## config.mk

```make
export PLATFORM = sky130hd
export DESIGN_NAME = compute_unit_allocator_unit
export DESIGN_NICKNAME = d
export VERILOG_FILES = /design/src/design/cua_pkg.sv /design/src/design/cua_datapath.sv /design/src/design/cua_ctrl.sv /design/src/design/compute_unit_allocator_unit.sv
export VERILOG_INCLUDE_DIRS = /design/src /design/src/design
export SDC_FILE = /design/constraint.sdc
export NUM_CORES = 2
export LEC_CHECK = 0
export BUFFER_PORTS_ARGS = -buffer_cell sky130_fd_sc_hd__buf_2
export CORE_AREA = 2 2 504 506
export CTS_CLUSTER_SIZE = 14
export DETAILED_ROUTE_END_ITERATION = 8
export DIE_AREA = 0 0 506 508
export GPL_ROUTABILITY_DRIVEN = 0
export MAX_ROUTING_LAYER = met4
export PLACE_DENSITY_LB_ADDON = 0.08
export SYNTH_ARGS = -nofsm -noshare
export SYNTH_HDL_FRONTEND = slang
export SYNTH_SLANG_ARGS = --single-unit
export TNS_END_PERCENT = 50
```

## constraint.sdc

```tcl
create_clock -name clk -period 9.12 [get_ports clk]
set_input_delay 1.824 -clock clk [delete_from_list [all_inputs] [get_ports clk]]
set_output_delay 1.824 -clock clk [all_outputs]
set_load 0.02 [all_outputs]
```

## src/design/compute_unit_allocator_unit_macros.svh

```systemverilog
// ---------------------------------------------------------------------------
// Assertion macros for the compute unit allocator.
// Each macro checks one implication on the rising clock edge, with the
// synchronous reset disabling the check.
// ---------------------------------------------------------------------------
`ifndef COMPUTE_UNIT_ALLOCATOR_UNIT_MACROS_SVH
`define COMPUTE_UNIT_ALLOCATOR_UNIT_MACROS_SVH
`ifndef SYNTHESIS
// Consequent must hold in the same cycle as the antecedent.
`define CUA_ASSERT_IMP(label, clk, rst, ante, cons, msg) \
  label: assert property (@(posedge clk) disable iff (rst) (ante) |-> (cons)) \
    else $error(msg);
// Consequent must hold in the cycle after the antecedent.
`define CUA_ASSERT_NXT(label, clk, rst, ante, cons, msg) \
  label: assert property (@(posedge clk) disable iff (rst) (ante) |=> (cons)) \
    else $error(msg);
`else
`define CUA_ASSERT_IMP(label, clk, rst, ante, cons, msg)
`define CUA_ASSERT_NXT(label, clk, rst, ante, cons, msg)
`endif
`endif

```

## src/design/cua_pkg.sv

```systemverilog
`timescale 1ns / 1ps
`default_nettype none
// ---------------------------------------------------------------------------
// Compute unit allocator package
// Shared constants, result codes and the controller/datapath interface types.
// ---------------------------------------------------------------------------
package cua_pkg;

  localparam int UNIT_COUNT = 16;
  localparam int IDX_W      = 4;   // width of unit_index and granted_unit
  localparam int LANE_W     = 8;
  localparam logic [LANE_W-1:0] LANE_WIDTH_RESET = 8'd65;

  localparam logic [2:0] ST_GRANTED   = 3'd0;
  localparam logic [2:0] ST_WAIT      = 3'd1;
  localparam logic [2:0] ST_OWN_FREED = 3'd2;
  localparam logic [2:0] ST_NONE      = 3'd3;
  localparam logic [2:0] ST_RELEASED  = 3'd4;
  localparam logic [2:0] ST_ENABLED   = 3'd5;
  localparam logic [2:0] ST_IDLE      = 3'd6;

  typedef struct packed {
    logic             load_req;
    logic [IDX_W-1:0] idx;
    logic             write_grant;
    logic             clear_entry;
    logic             set_enable;
    logic             set_freed;
    logic             res_load;
    logic [2:0]       res_status;
    logic [IDX_W-1:0] res_unit;
    logic             out_load;
  } cua_cmd_t;

  typedef struct packed {
    logic             req_action;
    logic             req_first;
    logic [IDX_W-1:0] req_unit;
    logic             svc_in_range;
    logic             any_idle;
    logic [IDX_W-1:0] idle_idx;
    logic             repl_hit;
    logic             own_hit;
    logic             svc_release;
    logic             svc_enable;
    logic             freed;
    logic             out_free;
  } cua_stat_t;

endpackage
`default_nettype wire

```

## src/design/cua_datapath.sv

```systemverilog
`timescale 1ns / 1ps
`default_nettype none
// ---------------------------------------------------------------------------
// Compute unit allocator datapath
// Unit table, request and result registers, per-entry match logic and the
// output register.
// ---------------------------------------------------------------------------
`include "compute_unit_allocator_unit_macros.svh"
module cua_datapath (
  input  wire logic                        clk,
  input  wire logic                        rst,
  input  wire cua_pkg::cua_cmd_t           cmd,
  output cua_pkg::cua_stat_t               stat,
  input  wire logic                        cfg_write,
  input  wire logic [cua_pkg::LANE_W-1:0]  cfg_lane_width,
  input  wire logic                        in_action,
  input  wire logic [15:0]                 in_read_id,
  input  wire logic [15:0]                 in_seg_id,
  input  wire logic                        in_first,
  input  wire logic [11:0]                 in_low_bound,
  input  wire logic [11:0]                 in_up_bound,
  input  wire logic [31:0]                 in_start_cycle,
  input  wire logic [31:0]                 in_end_cycle,
  input  wire logic [7:0]                  in_ram_block,
  input  wire logic [cua_pkg::IDX_W-1:0]   in_unit_index,
  input  wire logic [31:0]                 in_now_cycle,
  output logic                             out_valid,
  input  wire logic                        out_ready,
  output logic [2:0]                       out_status,
  output logic [cua_pkg::IDX_W-1:0]        out_unit
);
  import cua_pkg::*;

  logic [LANE_W-1:0] lane_width;

  // Unit table.
  logic [UNIT_COUNT-1:0] busy;
  logic [UNIT_COUNT-1:0] first_part;
  logic [UNIT_COUNT-1:0] main_en;
  logic [UNIT_COUNT-1:0] ext_en;
  logic [15:0] t_read_id    [UNIT_COUNT];
  logic [15:0] t_seg_id     [UNIT_COUNT];
  logic [11:0] t_low_bound  [UNIT_COUNT];
  logic [11:0] t_up_bound   [UNIT_COUNT];
  logic [31:0] t_start      [UNIT_COUNT];
  logic [31:0] t_end        [UNIT_COUNT];
  logic [7:0]  t_block      [UNIT_COUNT];

  // Registered request.
  logic             req_action;
  logic [15:0]      req_read_id;
  logic [15:0]      req_seg_id;
  logic             req_first;
  logic [11:0]      req_low_bound;
  logic [11:0]      req_up_bound;
  logic [31:0]      req_start;
  logic [31:0]      req_end;
  logic [7:0]       req_block;
  logic [IDX_W-1:0] req_unit;
  logic [31:0]      req_now;
  logic             freed;

  logic [2:0]       res_status;
  logic [IDX_W-1:0] res_unit;

  logic             idle_found;
  logic [IDX_W-1:0] idle_idx;

  // Lowest idle unit; the loop is reversed so that the lowest index wins.
  always_comb begin
    idle_found = 1'b0;
    idle_idx   = '0;
    for (int u = UNIT_COUNT - 1; u >= 0; u--) begin
      if (!busy[u]) begin
        idle_found = 1'b1;
        idle_idx   = IDX_W'(u);
      end
    end
  end

  always_comb begin
    stat.req_action   = req_action;
    stat.req_first    = req_first;
    stat.req_unit     = req_unit;
    stat.svc_in_range = (32'(req_unit) < 32'(UNIT_COUNT));
    stat.any_idle     = idle_found;
    stat.idle_idx     = idle_idx;
    stat.repl_hit     = busy[cmd.idx] && first_part[cmd.idx] &&
                        (t_low_bound[cmd.idx] == 12'd0) &&
                        (t_up_bound[cmd.idx] <= {4'd0, lane_width});
    stat.own_hit      = busy[cmd.idx] && (t_read_id[cmd.idx] == req_read_id) &&
                        (t_seg_id[cmd.idx] == req_seg_id);
    // The end and start numbers minus one wrap modulo 2^32.
    stat.svc_release  = busy[cmd.idx] && (t_end[cmd.idx] - 32'd1 == req_now) &&
                        (main_en[cmd.idx] || ext_en[cmd.idx]);
    stat.svc_enable   = busy[cmd.idx] && (t_start[cmd.idx] - 32'd1 == req_now) &&
                        !main_en[cmd.idx] && !ext_en[cmd.idx];
    stat.freed        = freed;
    stat.out_free     = !out_valid || out_ready;
  end

  always_ff @(posedge clk) begin
    if (cmd.load_req) begin
      req_action    <= in_action;
      req_read_id   <= in_read_id;
      req_seg_id    <= in_seg_id;
      req_first     <= in_first;
      req_low_bound <= in_low_bound;
      req_up_bound  <= in_up_bound;
      req_start     <= in_start_cycle;
      req_end       <= in_end_cycle;
      req_block     <= in_ram_block;
      req_unit      <= in_unit_index;
      req_now       <= in_now_cycle;
    end
    if (cmd.res_load) begin
      res_status <= cmd.res_status;
      res_unit   <= cmd.res_unit;
    end
    if (cmd.out_load) begin
      out_status <= res_status;
      out_unit   <= res_unit;
    end
  end

  always_ff @(posedge clk) begin
    if (rst) begin
      lane_width <= LANE_WIDTH_RESET;
      out_valid  <= 1'b0;
      freed      <= 1'b0;
      busy       <= '0;
      first_part <= '0;
      main_en    <= '0;
      ext_en     <= '0;
      for (int u = 0; u < UNIT_COUNT; u++) begin
        t_read_id[u]   <= '0;
        t_seg_id[u]    <= '0;
        t_low_bound[u] <= '0;
        t_up_bound[u]  <= '0;
        t_start[u]     <= '0;
        t_end[u]       <= '0;
        t_block[u]     <= '0;
      end
    end else begin
      if (cfg_write) begin
        lane_width <= cfg_lane_width;
      end
      if (cmd.out_load) begin
        out_valid <= 1'b1;
      end else if (out_ready) begin
        out_valid <= 1'b0;
      end
      if (cmd.load_req) begin
        freed <= 1'b0;
      end else if (cmd.set_freed) begin
        freed <= 1'b1;
      end
      // A grant leaves both enables as they are: an idle unit already has
      // them clear, and a replaced unit keeps its own.
      if (cmd.write_grant) begin
        busy[cmd.idx]        <= 1'b1;
        first_part[cmd.idx]  <= req_first;
        t_read_id[cmd.idx]   <= req_read_id;
        t_seg_id[cmd.idx]    <= req_seg_id;
        t_low_bound[cmd.idx] <= req_low_bound;
        t_up_bound[cmd.idx]  <= req_up_bound;
        t_start[cmd.idx]     <= req_start;
        t_end[cmd.idx]       <= req_end;
        t_block[cmd.idx]     <= req_block;
      end
      if (cmd.clear_entry) begin
        busy[cmd.idx]        <= 1'b0;
        first_part[cmd.idx]  <= 1'b0;
        main_en[cmd.idx]     <= 1'b0;
        ext_en[cmd.idx]      <= 1'b0;
        t_read_id[cmd.idx]   <= '0;
        t_seg_id[cmd.idx]    <= '0;
        t_low_bound[cmd.idx] <= '0;
        t_up_bound[cmd.idx]  <= '0;
        t_start[cmd.idx]     <= '0;
        t_end[cmd.idx]       <= '0;
        t_block[cmd.idx]     <= '0;
      end
      if (cmd.set_enable) begin
        if (first_part[cmd.idx]) begin
          main_en[cmd.idx] <= 1'b1;
        end else begin
          ext_en[cmd.idx] <= 1'b1;
        end
      end
    end
  end

  `CUA_ASSERT_NXT(a_grant_sets_busy, clk, rst, cmd.write_grant, busy[$past(cmd.idx)], "granted unit not busy")
  `CUA_ASSERT_NXT(a_clear_frees, clk, rst, cmd.clear_entry, !busy[$past(cmd.idx)] && !main_en[$past(cmd.idx)], "cleared unit still held")
  `CUA_ASSERT_IMP(a_no_overwrite, clk, rst, cmd.out_load, !out_valid || out_ready, "pending result overwritten")

endmodule
`default_nettype wire

```

## src/design/cua_ctrl.sv

```systemverilog
`timescale 1ns / 1ps
`default_nettype none
// ---------------------------------------------------------------------------
// Compute unit allocator controller
// Sequences one request: direct grant, wait answer, replacement scan,
// own-unit free scan or service, then hands the result word to the output register.
// ---------------------------------------------------------------------------
module cua_ctrl (
  input  wire logic               clk,
  input  wire logic               rst,
  input  wire logic               in_valid,
  output logic                    in_ready,
  input  wire cua_pkg::cua_stat_t stat,
  output cua_pkg::cua_cmd_t       cmd
);
  import cua_pkg::*;

  localparam logic [2:0] S_IDLE  = 3'd0;
  localparam logic [2:0] S_ALLOC = 3'd1;
  localparam logic [2:0] S_REPL  = 3'd2;
  localparam logic [2:0] S_FREE  = 3'd3;
  localparam logic [2:0] S_SVC   = 3'd4;
  localparam logic [2:0] S_DONE  = 3'd5;

  localparam logic [IDX_W-1:0] LAST_IDX = IDX_W'(UNIT_COUNT - 1);

  logic [2:0]       state;
  logic [2:0]       state_next;
  logic [IDX_W-1:0] scan;
  logic [IDX_W-1:0] scan_next;

  assign in_ready = (state == S_IDLE);

  always_comb begin
    state_next = state;
    scan_next  = scan;
    cmd        = '0;
    cmd.idx    = scan;
    unique case (state)
      S_IDLE: begin
        if (in_valid) begin
          cmd.load_req = 1'b1;
          scan_next    = '0;
          state_next   = S_ALLOC;
        end
      end
      S_ALLOC: begin
        if (stat.req_action) begin
          state_next = S_SVC;
        end else if (stat.any_idle) begin
          cmd.idx         = stat.idle_idx;
          cmd.write_grant = 1'b1;
          cmd.res_load    = 1'b1;
          cmd.res_status  = ST_GRANTED;
          cmd.res_unit    = stat.idle_idx;
          state_next      = S_DONE;
        end else if (stat.req_first) begin
          cmd.res_load   = 1'b1;
          cmd.res_status = ST_WAIT;
          state_next     = S_DONE;
        end else begin
          state_next = S_REPL;
        end
      end
      S_REPL: begin
        if (stat.repl_hit) begin
          cmd.write_grant = 1'b1;
          cmd.res_load    = 1'b1;
          cmd.res_status  = ST_GRANTED;
          cmd.res_unit    = scan;
          state_next      = S_DONE;
        end else if (scan == LAST_IDX) begin
          scan_next  = '0;
          state_next = S_FREE;
        end else begin
          scan_next = scan + IDX_W'(1);
        end
      end
      S_FREE: begin
        if (stat.own_hit) begin
          cmd.clear_entry = 1'b1;
          cmd.set_freed   = 1'b1;
        end
        if (scan == LAST_IDX) begin
          cmd.res_load   = 1'b1;
          cmd.res_status = (stat.freed || stat.own_hit) ? ST_OWN_FREED : ST_NONE;
          state_next     = S_DONE;
        end else begin
          scan_next = scan + IDX_W'(1);
        end
      end
      S_SVC: begin
        cmd.idx        = stat.req_unit;
        cmd.res_load   = 1'b1;
        cmd.res_status = ST_IDLE;
        if (stat.svc_in_range && stat.svc_release) begin
          cmd.clear_entry = 1'b1;
          cmd.res_status  = ST_RELEASED;
        end else if (stat.svc_in_range && stat.svc_enable) begin
          cmd.set_enable = 1'b1;
          cmd.res_status = ST_ENABLED;
        end
        state_next = S_DONE;
      end
      S_DONE: begin
        if (stat.out_free) begin
          cmd.out_load = 1'b1;
          state_next   = S_IDLE;
        end
      end
      default: begin
        state_next = S_IDLE;
      end
    endcase
  end

  always_ff @(posedge clk) begin
    if (rst) begin
      state <= S_IDLE;
      scan  <= '0;
    end else begin
      state <= state_next;
      scan  <= scan_next;
    end
  end

endmodule
`default_nettype wire

```

## src/design/compute_unit_allocator_unit.sv

```systemverilog
`timescale 1ns / 1ps
`default_nettype none
// ---------------------------------------------------------------------------
// Compute unit allocator
// Table of sixteen paired compute units with allocate and service requests.
// ---------------------------------------------------------------------------
// Usage:
// A request word enters on in_valid/in_ready and carries either an allocate
// (action 0) or a service of one unit (action 1). Exactly one result word
// (status, granted_unit) leaves on out_valid/out_ready for each request.
// The block handles one request at a time; in_ready is high only between
// requests. A direct grant or a wait answer is registered in the allocate
// state; a service passes through it to the service state. A replacement
// scan visits up to all sixteen entries and a following own-unit free scan
// all sixteen. A new request is taken in the cycle after the previous
// result word has been loaded into the output register.
// The scans read one table entry per cycle through a single read port.
// lane_width is written on cfg_valid/cfg_ready, which is always ready; write
// it only while no request is in flight, which the block does not enforce.
// Reset clears every unit, sets lane_width to 65 and drops out_valid.
// If the receiver stalls, the result word is held in the output register and
// the next request is still taken and worked on; its result waits until the
// output register is free.
// ---------------------------------------------------------------------------
module compute_unit_allocator_unit (
  input  wire logic                       clk,
  input  wire logic                       rst,
  input  wire logic                       in_valid,
  output logic                            in_ready,
  input  wire logic                       action,
  input  wire logic [15:0]                read_id,
  input  wire logic [15:0]                seg_id,
  input  wire logic                       is_first_part,
  input  wire logic [11:0]                low_bound,
  input  wire logic [11:0]                up_bound,
  input  wire logic [31:0]                start_cycle,
  input  wire logic [31:0]                end_cycle,
  input  wire logic [7:0]                 ram_block,
  input  wire logic [cua_pkg::IDX_W-1:0]  unit_index,
  input  wire logic [31:0]                now_cycle,
  output logic                            out_valid,
  input  wire logic                       out_ready,
  output logic [2:0]                      status,
  output logic [cua_pkg::IDX_W-1:0]       granted_unit,
  input  wire logic                       cfg_valid,
  output logic                            cfg_ready,
  input  wire logic [cua_pkg::LANE_W-1:0] lane_width
);
  import cua_pkg::*;

  cua_cmd_t  cmd;
  cua_stat_t stat;

  assign cfg_ready = 1'b1;

  cua_ctrl u_ctrl (
    .clk      (clk),
    .rst      (rst),
    .in_valid (in_valid),
    .in_ready (in_ready),
    .stat     (stat),
    .cmd      (cmd)
  );

  cua_datapath u_datapath (
    .clk            (clk),
    .rst            (rst),
    .cmd            (cmd),
    .stat           (stat),
    .cfg_write      (cfg_valid && cfg_ready),
    .cfg_lane_width (lane_width),
    .in_action      (action),
    .in_read_id     (read_id),
    .in_seg_id      (seg_id),
    .in_first       (is_first_part),
    .in_low_bound   (low_bound),
    .in_up_bound    (up_bound),
    .in_start_cycle (start_cycle),
    .in_end_cycle   (end_cycle),
    .in_ram_block   (ram_block),
    .in_unit_index  (unit_index),
    .in_now_cycle   (now_cycle),
    .out_valid      (out_valid),
    .out_ready      (out_ready),
    .out_status     (status),
    .out_unit       (granted_unit)
  );

endmodule
`default_nettype wire

```

After elaboration in Yosys (flattened, before gate mapping)

Memories as Yosys holds them, arrays and structs flattened.
Cells that the tools add are included.

Memories kept: 6
Input bits: 179
Memory bits (writable): 1920
Logic and storage cells: 227
Output and inout bits: 10
Bits in registers: 253

Reduce and logical (&&, ||, !) cells: 30
Bitwise logic cells: 14
$lt $le $gt $ge: 3
Multiplexer cells: 132
Eq/ne operators: 16
Add/subtract/negate cells: 3

Memory list:

| name                   | depth | bits a word | rd ports | clocked after Yosys merged registers in | wr ports | line               | RTL |
|---|---|---|---|---|---|---|---|
| u_datapath.t_end       | 16    | 32          | 1        | 0                                       | 16       | cua_datapath.sv:46 | `logic [31:0] t_end [UNIT_COUNT];` |
| u_datapath.t_start     | 16    | 32          | 1        | 0                                       | 16       | cua_datapath.sv:45 | `logic [31:0] t_start [UNIT_COUNT];` |
| u_datapath.t_read_id   | 16    | 16          | 1        | 0                                       | 16       | cua_datapath.sv:41 | `logic [15:0] t_read_id [UNIT_COUNT];` |
| u_datapath.t_seg_id    | 16    | 16          | 1        | 0                                       | 16       | cua_datapath.sv:42 | `logic [15:0] t_seg_id [UNIT_COUNT];` |
| u_datapath.t_low_bound | 16    | 12          | 1        | 0                                       | 16       | cua_datapath.sv:43 | `logic [11:0] t_low_bound [UNIT_COUNT];` |
| u_datapath.t_up_bound  | 16    | 12          | 1        | 0                                       | 16       | cua_datapath.sv:44 | `logic [11:0] t_up_bound [UNIT_COUNT];` |

Operators with widths:

| operator                                           | count |
|---|---|
| 2-to-1 mux 16 bit                                  | 18 |
| 2-to-1 mux 32 bit                                  | 4 |
| 2-to-1 mux 4 bit                                   | 30 |
| AND 16 bit                                         | 4 |
| equality test 32 bit                               | 2 |
| OR reduction 32 bit                                | 2 |
| subtractor 32 x 1 -> 32 bit, second input constant | 2 |
| 2-to-1 mux 1 bit                                   | 49 |
| 2-to-1 mux 12 bit                                  | 4 |
| OR 16 bit                                          | 3 |
| equality test 16 bit                               | 2 |
| OR reduction 16 bit                                | 2 |
| 2-to-1 mux 3 bit                                   | 9 |
| OR reduction 12 bit                                | 2 |
| case mux 3 bit (6 select lines)                    | 1 |
| binary-select mux 1 bit (select 4 bit)             | 4 |
| bitwise mux 16 bit                                 | 1 |
| 2-to-1 mux 8 bit                                   | 2 |
| NOT 16 bit                                         | 1 |
| case mux 4 bit (2 select lines)                    | 2 |
| case mux 4 bit (4 select lines)                    | 1 |
| <= comparator 12 x 8 -> 1 bit                      | 1 |
| logical NOT 12 bit                                 | 1 |
| case mux 4 bit (3 select lines)                    | 1 |
| 23 further kinds                                   | 50 |

Longest topological paths before layout

Depth after elaboration: 32
Mapped depth: 40
Mapped depth without buffers: 26

Hierarchy

From an unflattened synthesis, not the netlist that was laid out.

Cells, all modules: 6307
Area total of the unflattened synthesis: 92123.4 sq um

By module, submodules not included:

| module                      | area an instance (sq um) | cells each | sequential area each (sq um) | instances |
|---|---|---|---|---|
| cua_datapath                | 91385.1                  | 6213       | 64301.7                      | 1 |
| cua_ctrl                    | 726.9                    | 92         | 140.1                        | 1 |
| compute_unit_allocator_unit | 11.3                     | 2          | 0.0                          | 1 |

Worst setup path before layout

Ideal clock, no wire load.

Path kind: register to register
Start point: register u_ctrl.state[2]
End point: memory u_datapath.t_end[0][0] (enable)
Setup slack: -0.927 ns
Path buffers: 14
Cell stages (with the launch flop): 37
Library setup time: 0.488 ns
Data arrival time: 9.560 ns
Period minus slack after synthesis: 10.047 ns
Cells stage by stage: dfxtp_1 > buf_4 > nor4b_2 > a21oi_1 > a211oi_1 > o21a_1 > buf_2 > buf_2 > buf_2 > buf_2 > buf_2 > buf_2 > buf_1 > buf_1 > clkbuf_1 > buf_1 > buf_1 > clkbuf_1 > a311oi_1 > a311oi_1 > a31oi_1 > ha_1 > nor2b_1 > o21a_1 > o21ai_0 > nand2b_1 > a21oi_1 > o21ai_0 > o21ai_0 > and4_1 > and4b_1 > nand2_1 > nand2_1 > nor2_1 > clkbuf_1 > a21oi_1 > or2_1

RTL lines:

| what                     | line               | RTL |
|---|---|---|
| start: declaration       | cua_ctrl.sv:27     | `logic [2:0] state;` |
| start signal: assignment | cua_ctrl.sv:122    | `state <= state_next;` |
| end: declaration         | cua_datapath.sv:46 |  |

==> run summary <==
## Run status
• finished clean — run status

## Detailed routing
• 7000 — First DRT Iteration DRCs
• 29.38 um — Avg WL per Cell
• 67658 — total number of vias
• 5 — drt first pass iters
• 5.701 — ratio of routed vias to standard cells
• 0 — Antenna Violating Nets Remaining
• 0 — Residual DRC
• 348.6 mm — wirelength, routed

## Clock network
• 236 — number of buffers created by CTS
• 0 — number of buffers added to fix hold violations after cts
• 0.90 ns — later-pin clock latency in the skew report
• 3 — buffer depth of the longest clock path
• built — TritonCTS clock tree
• 0.06 ns — Worst-path clk slew
• sky130_fd_sc_hd__clkbuf_16 — cell at the root of the clock tree
• 4 — maximum level of the CTS H-tree
• 0 — cells resized by post-CTS repair
• 0 — post-CTS setup-driven buffer insertion count
• 2173 — count of clock tree sinks

## Timing
• 0.06166 ns — largest clock skew in the final design
• 0.08318 — Slew HR
• 1.363 ns — transition time of the tightest slew-check pin
• 0 — number of hold-slack violations in the final timing report
• 0 — count of pins over their slew limit
• 0.9612 — share of the clock period used by the worst path
• 0.1141 GHz — FMAX
• 0 — count of final setup violators
• 8.766 ns — clock period minus worst slack
• false — RSZ-0062 raised after global routing
• 0.3540 ns — slack of the critical path

## Worst setup path
• 9.67 ns — Data required, critical path
• 0.35 ns — register-to-register setup slack
• 28 — maximum fanout along the worst path
• 0.98 ns — critical path's largest stage delay
• register — type of element launching the critical path
• or3b_2, buf_4, clkinv_1, a22o_1, o221ai_4, buf_4, o22ai_1, or4_1, nand2_1, ha_1, o2111ai_1, nor3_1, o211ai_1, a221oi_1, nor4bb_1, nand3b_1, buf_4, a21oi_1, or2_4, buf_12 — worst path cell trace
• 9.31 ns — Critical Path AT
• 5 — count of buffering cells on the critical path with inverters included
• reg2reg — Setup Crit Path Kind
• sky130_fd_sc_hd__o221ai_4 — library cell contributing the largest single delay on the critical path
• simple AND/OR/NAND/NOR gates — family with the most delay on the worst path
• register — capturing element type of the critical path
• sky130_fd_sc_hd__buf_4 — most used cell, CP

## Logic synthesis
• 0.6762 — sequential cell area fraction in the yosys report
• 95290 um^2 — Mapped Area
• 0 — synth warn
• 0.03326 — multiplexer share of the synthesized area
• 0.1829 — simple-gate share of the synthesized area
• sky130_fd_sc_hd__edfxtp_1 — most common flop cell mapped by yosys
• 2092 x sky130_fd_sc_hd__edfxtp_1, 2035 x sky130_fd_sc_hd__nor2_1, 1300 x sky130_fd_sc_hd__nand2_1 — top cell types by occurrence after synthesis
• 0.06246 — Synth Area in Compound Gates
• sky130_fd_sc_hd__edfxtp_1 — most frequent cell after synthesis
• 8536 — Post-Synthesis Net Count
• sky130_fd_sc_hd__edfxtp_1 — largest area contributor in the synthesized netlist
• 11.42 um^2 — mean area per synthesized cell
• 0.009559 — xor and xnor fraction of the mapped netlist area
• 0.001444 — adder-cell share of the synthesized area
• simple AND/OR/NAND/NOR gates — combinational family with the most area after synthesis
• 0 — FFs w/ async S/R, synth
• sky130_fd_sc_hd__edfxtp_1 66%, sky130_fd_sc_hd__nor2_1 8.0%, sky130_fd_sc_hd__nand2_1 5.1%, sky130_fd_sc_hd__mux2i_1 3.0%, sky130_fd_sc_hd__nand3_1 2.2% — cells taking the most area after synthesis
• 96 — number of distinct library cells after synthesis
• 2092 — count of flip-flops with a built-in enable after synthesis
• 2173 — post-synthesis register bit count
• 0.6592 — area fraction of the dominant cell type after synthesis
• 8346 — cell count after synthesis

## Place
• 0.6358 ns — pre-CTS WS
• 189.3 mm — Detailed Place HPWL
• 100500 um^2 — placed inst area
• 179 — PortBufs

## Finish
• 8498 — Final nets
• 13.11% — Synth-to-Final Area Change
• 107800 um^2 — total non-filler cell area in the finished layout
• 0.4272 — end-of-flow core utilization
• 64440 um^2 — storage element area
• 27910 um^2 — Multi-input gate area
• 0.09920 — fraction of layout cells with a size suffix above 1
• 23748 — fill cell instance count of the final layout

## Floorplanning
• 252300 um^2 — core area
• 189 — number of I/O pins
• 257000 um^2 — overall die area
• 185 — standard-cell rows
• 508 um — height of the die
• 506 um — Die Wd
• 0.3777 — effective utilization at floorplan

## Flow run
• 0 — maximum capacitance violations

## Hold path
• reg2reg — class of the worst hold path

## Power and ir drop
• 0.2211 mV — maximum vdd ir drop
• 0.476 — share of total power in sequential cells
• 225.0 nW/um^2 — power density over the cells
• 0.2801 — switching share of total power
• 0.01746 W — P_int
• 0.145 — part of the total power dissipated in combinational logic
• 38.12 nW — leakage power
• 0.006794 W — NetSw
• 0.02426 W — total power consumption of the routed design
• 0.379 — share of power burned in the clock network

## GRT
• 494.7 mm — wire length of the first global-routing pass
• 0.2739 — overall routing resource usage
• 65894 — vias in the first global route
• 107 — maximum number of pins on one net before global-route repair
• 7 — antenna violations before repair
• 0 — total overflow reported by the global router

layout make-up:
cell class | instances | share of cell area
diodes | 3 | 0.00006965
clock buffers | 293 | 0.05717
clock inverters | 135 | 0.01001
inverters | 40 | 0.001463
multi-input cells | 5440 | 0.2589
flip-flops and latches | 2173 | 0.5979
well taps | 3366 | 0.03907
repair buffers | 417 | 0.03545
layer usage:
layer	vias up	global-route usage	wire length, um	part of all wire
li1	29677	-	-	-
met1	34828	0.3657	148700	0.43
met2	2632	0.4407	166700	0.48
met3	521	0.03388	22540	0.065
met4	0	0.07732	10680	0.031
met5	-	-	0	0
power groups by stage:
stage	logic (W)	clock network, W	registers (W)
after detailed placement	0.00351	0	0.0117
after global placement	0.00350	0	0.0117
after global routing	0.00374	0.00973	0.0116
after CTS	0.00352	0.00936	0.0115
final	0.00352	0.00920	0.0115
after floorplan	0.00212	0	0.0117
placed cells by master, fill, tap and decap left out, types with 104 or more instances in the layout:
cell type	synthesis	final
sky130_fd_sc_hd__nand3_1	415	414
sky130_fd_sc_hd__a21oi_1	185	184
sky130_fd_sc_hd__buf_4	35	147
sky130_fd_sc_hd__nor2_1	2035	2035
sky130_fd_sc_hd__edfxtp_1	2092	2092
sky130_fd_sc_hd__clkbuf_16	0	238
sky130_fd_sc_hd__buf_2	63	179
sky130_fd_sc_hd__mux2i_1	284	284
sky130_fd_sc_hd__a311oi_1	104	104
sky130_fd_sc_hd__nand2_1	1300	1280
logic make-up after synthesis:
logic type               after synthesis
AND/OR/NAND/NOR                     4187
multiplexers                         304
XOR/XNOR                             104
other                                  1
AO/OA/AOI/OAI                        833
adder cells (fa/ha/maj)               11
buffers and inverters                733
flip-flops                          2173
per-stage QoR:
step,hold WS (ns),instances,setup TNS (ns)
after CTS,0.4318,11864,0
after floorplan,0.4003,8346,-487.54
final,0.4288,11867,0
after global placement,0.4122,11436,0
after detailed placement,0.4173,11436,0
after global routing,0.4348,11867,0
final timing paths:
path	depth (start not counted)	endpoint	start
setup / recovery	20	u_datapath.t_end[9][14]$_SDFFCE_PN0P_	u_ctrl.state[0]$_SDFFE_PP0P_
hold / removal	0	u_datapath.out_unit[3]$_DFFE_PP_	u_datapath.res_unit[3]$_DFFE_PP_
setup reg to reg	20	u_datapath.t_end[9][14]$_SDFFCE_PN0P_	u_ctrl.state[0]$_SDFFE_PP0P_
hold reg to reg	0	u_datapath.out_unit[3]$_DFFE_PP_	u_datapath.res_unit[3]$_DFFE_PP_
flip-flops by register name (all words and copies together) (netlist names), 8 cells and up, named ones only:
name	cells
u_datapath.t_up_bound	192
u_datapath.t_end	512
u_datapath.req_read_id	16
u_datapath.first_part	16
u_datapath.req_seg_id	16
u_datapath.t_seg_id	256
u_datapath.req_end	32
u_datapath.req_low_bound	12
u_datapath.t_start	512
u_datapath.req_start	32
u_datapath.req_up_bound	12
u_datapath.t_read_id	256
u_datapath.lane_width	8
u_datapath.t_low_bound	192
u_datapath.req_now	32
u_datapath.main_en	16
u_datapath.ext_en	16
worst register-to-register path, delay by kind of cell, from the launching register on:
kind / cells / cell delay, ns
buffers and inverters: 5 / 1.58
AOI/OAI and AO/OA: 7 / 2.85
and+or+nand+nor: 7 / 2.92
DFF: 1 / 0.70
adders and majority gates: 1 / 0.33
Note: power is estimated with default switching activity, not from simulation.
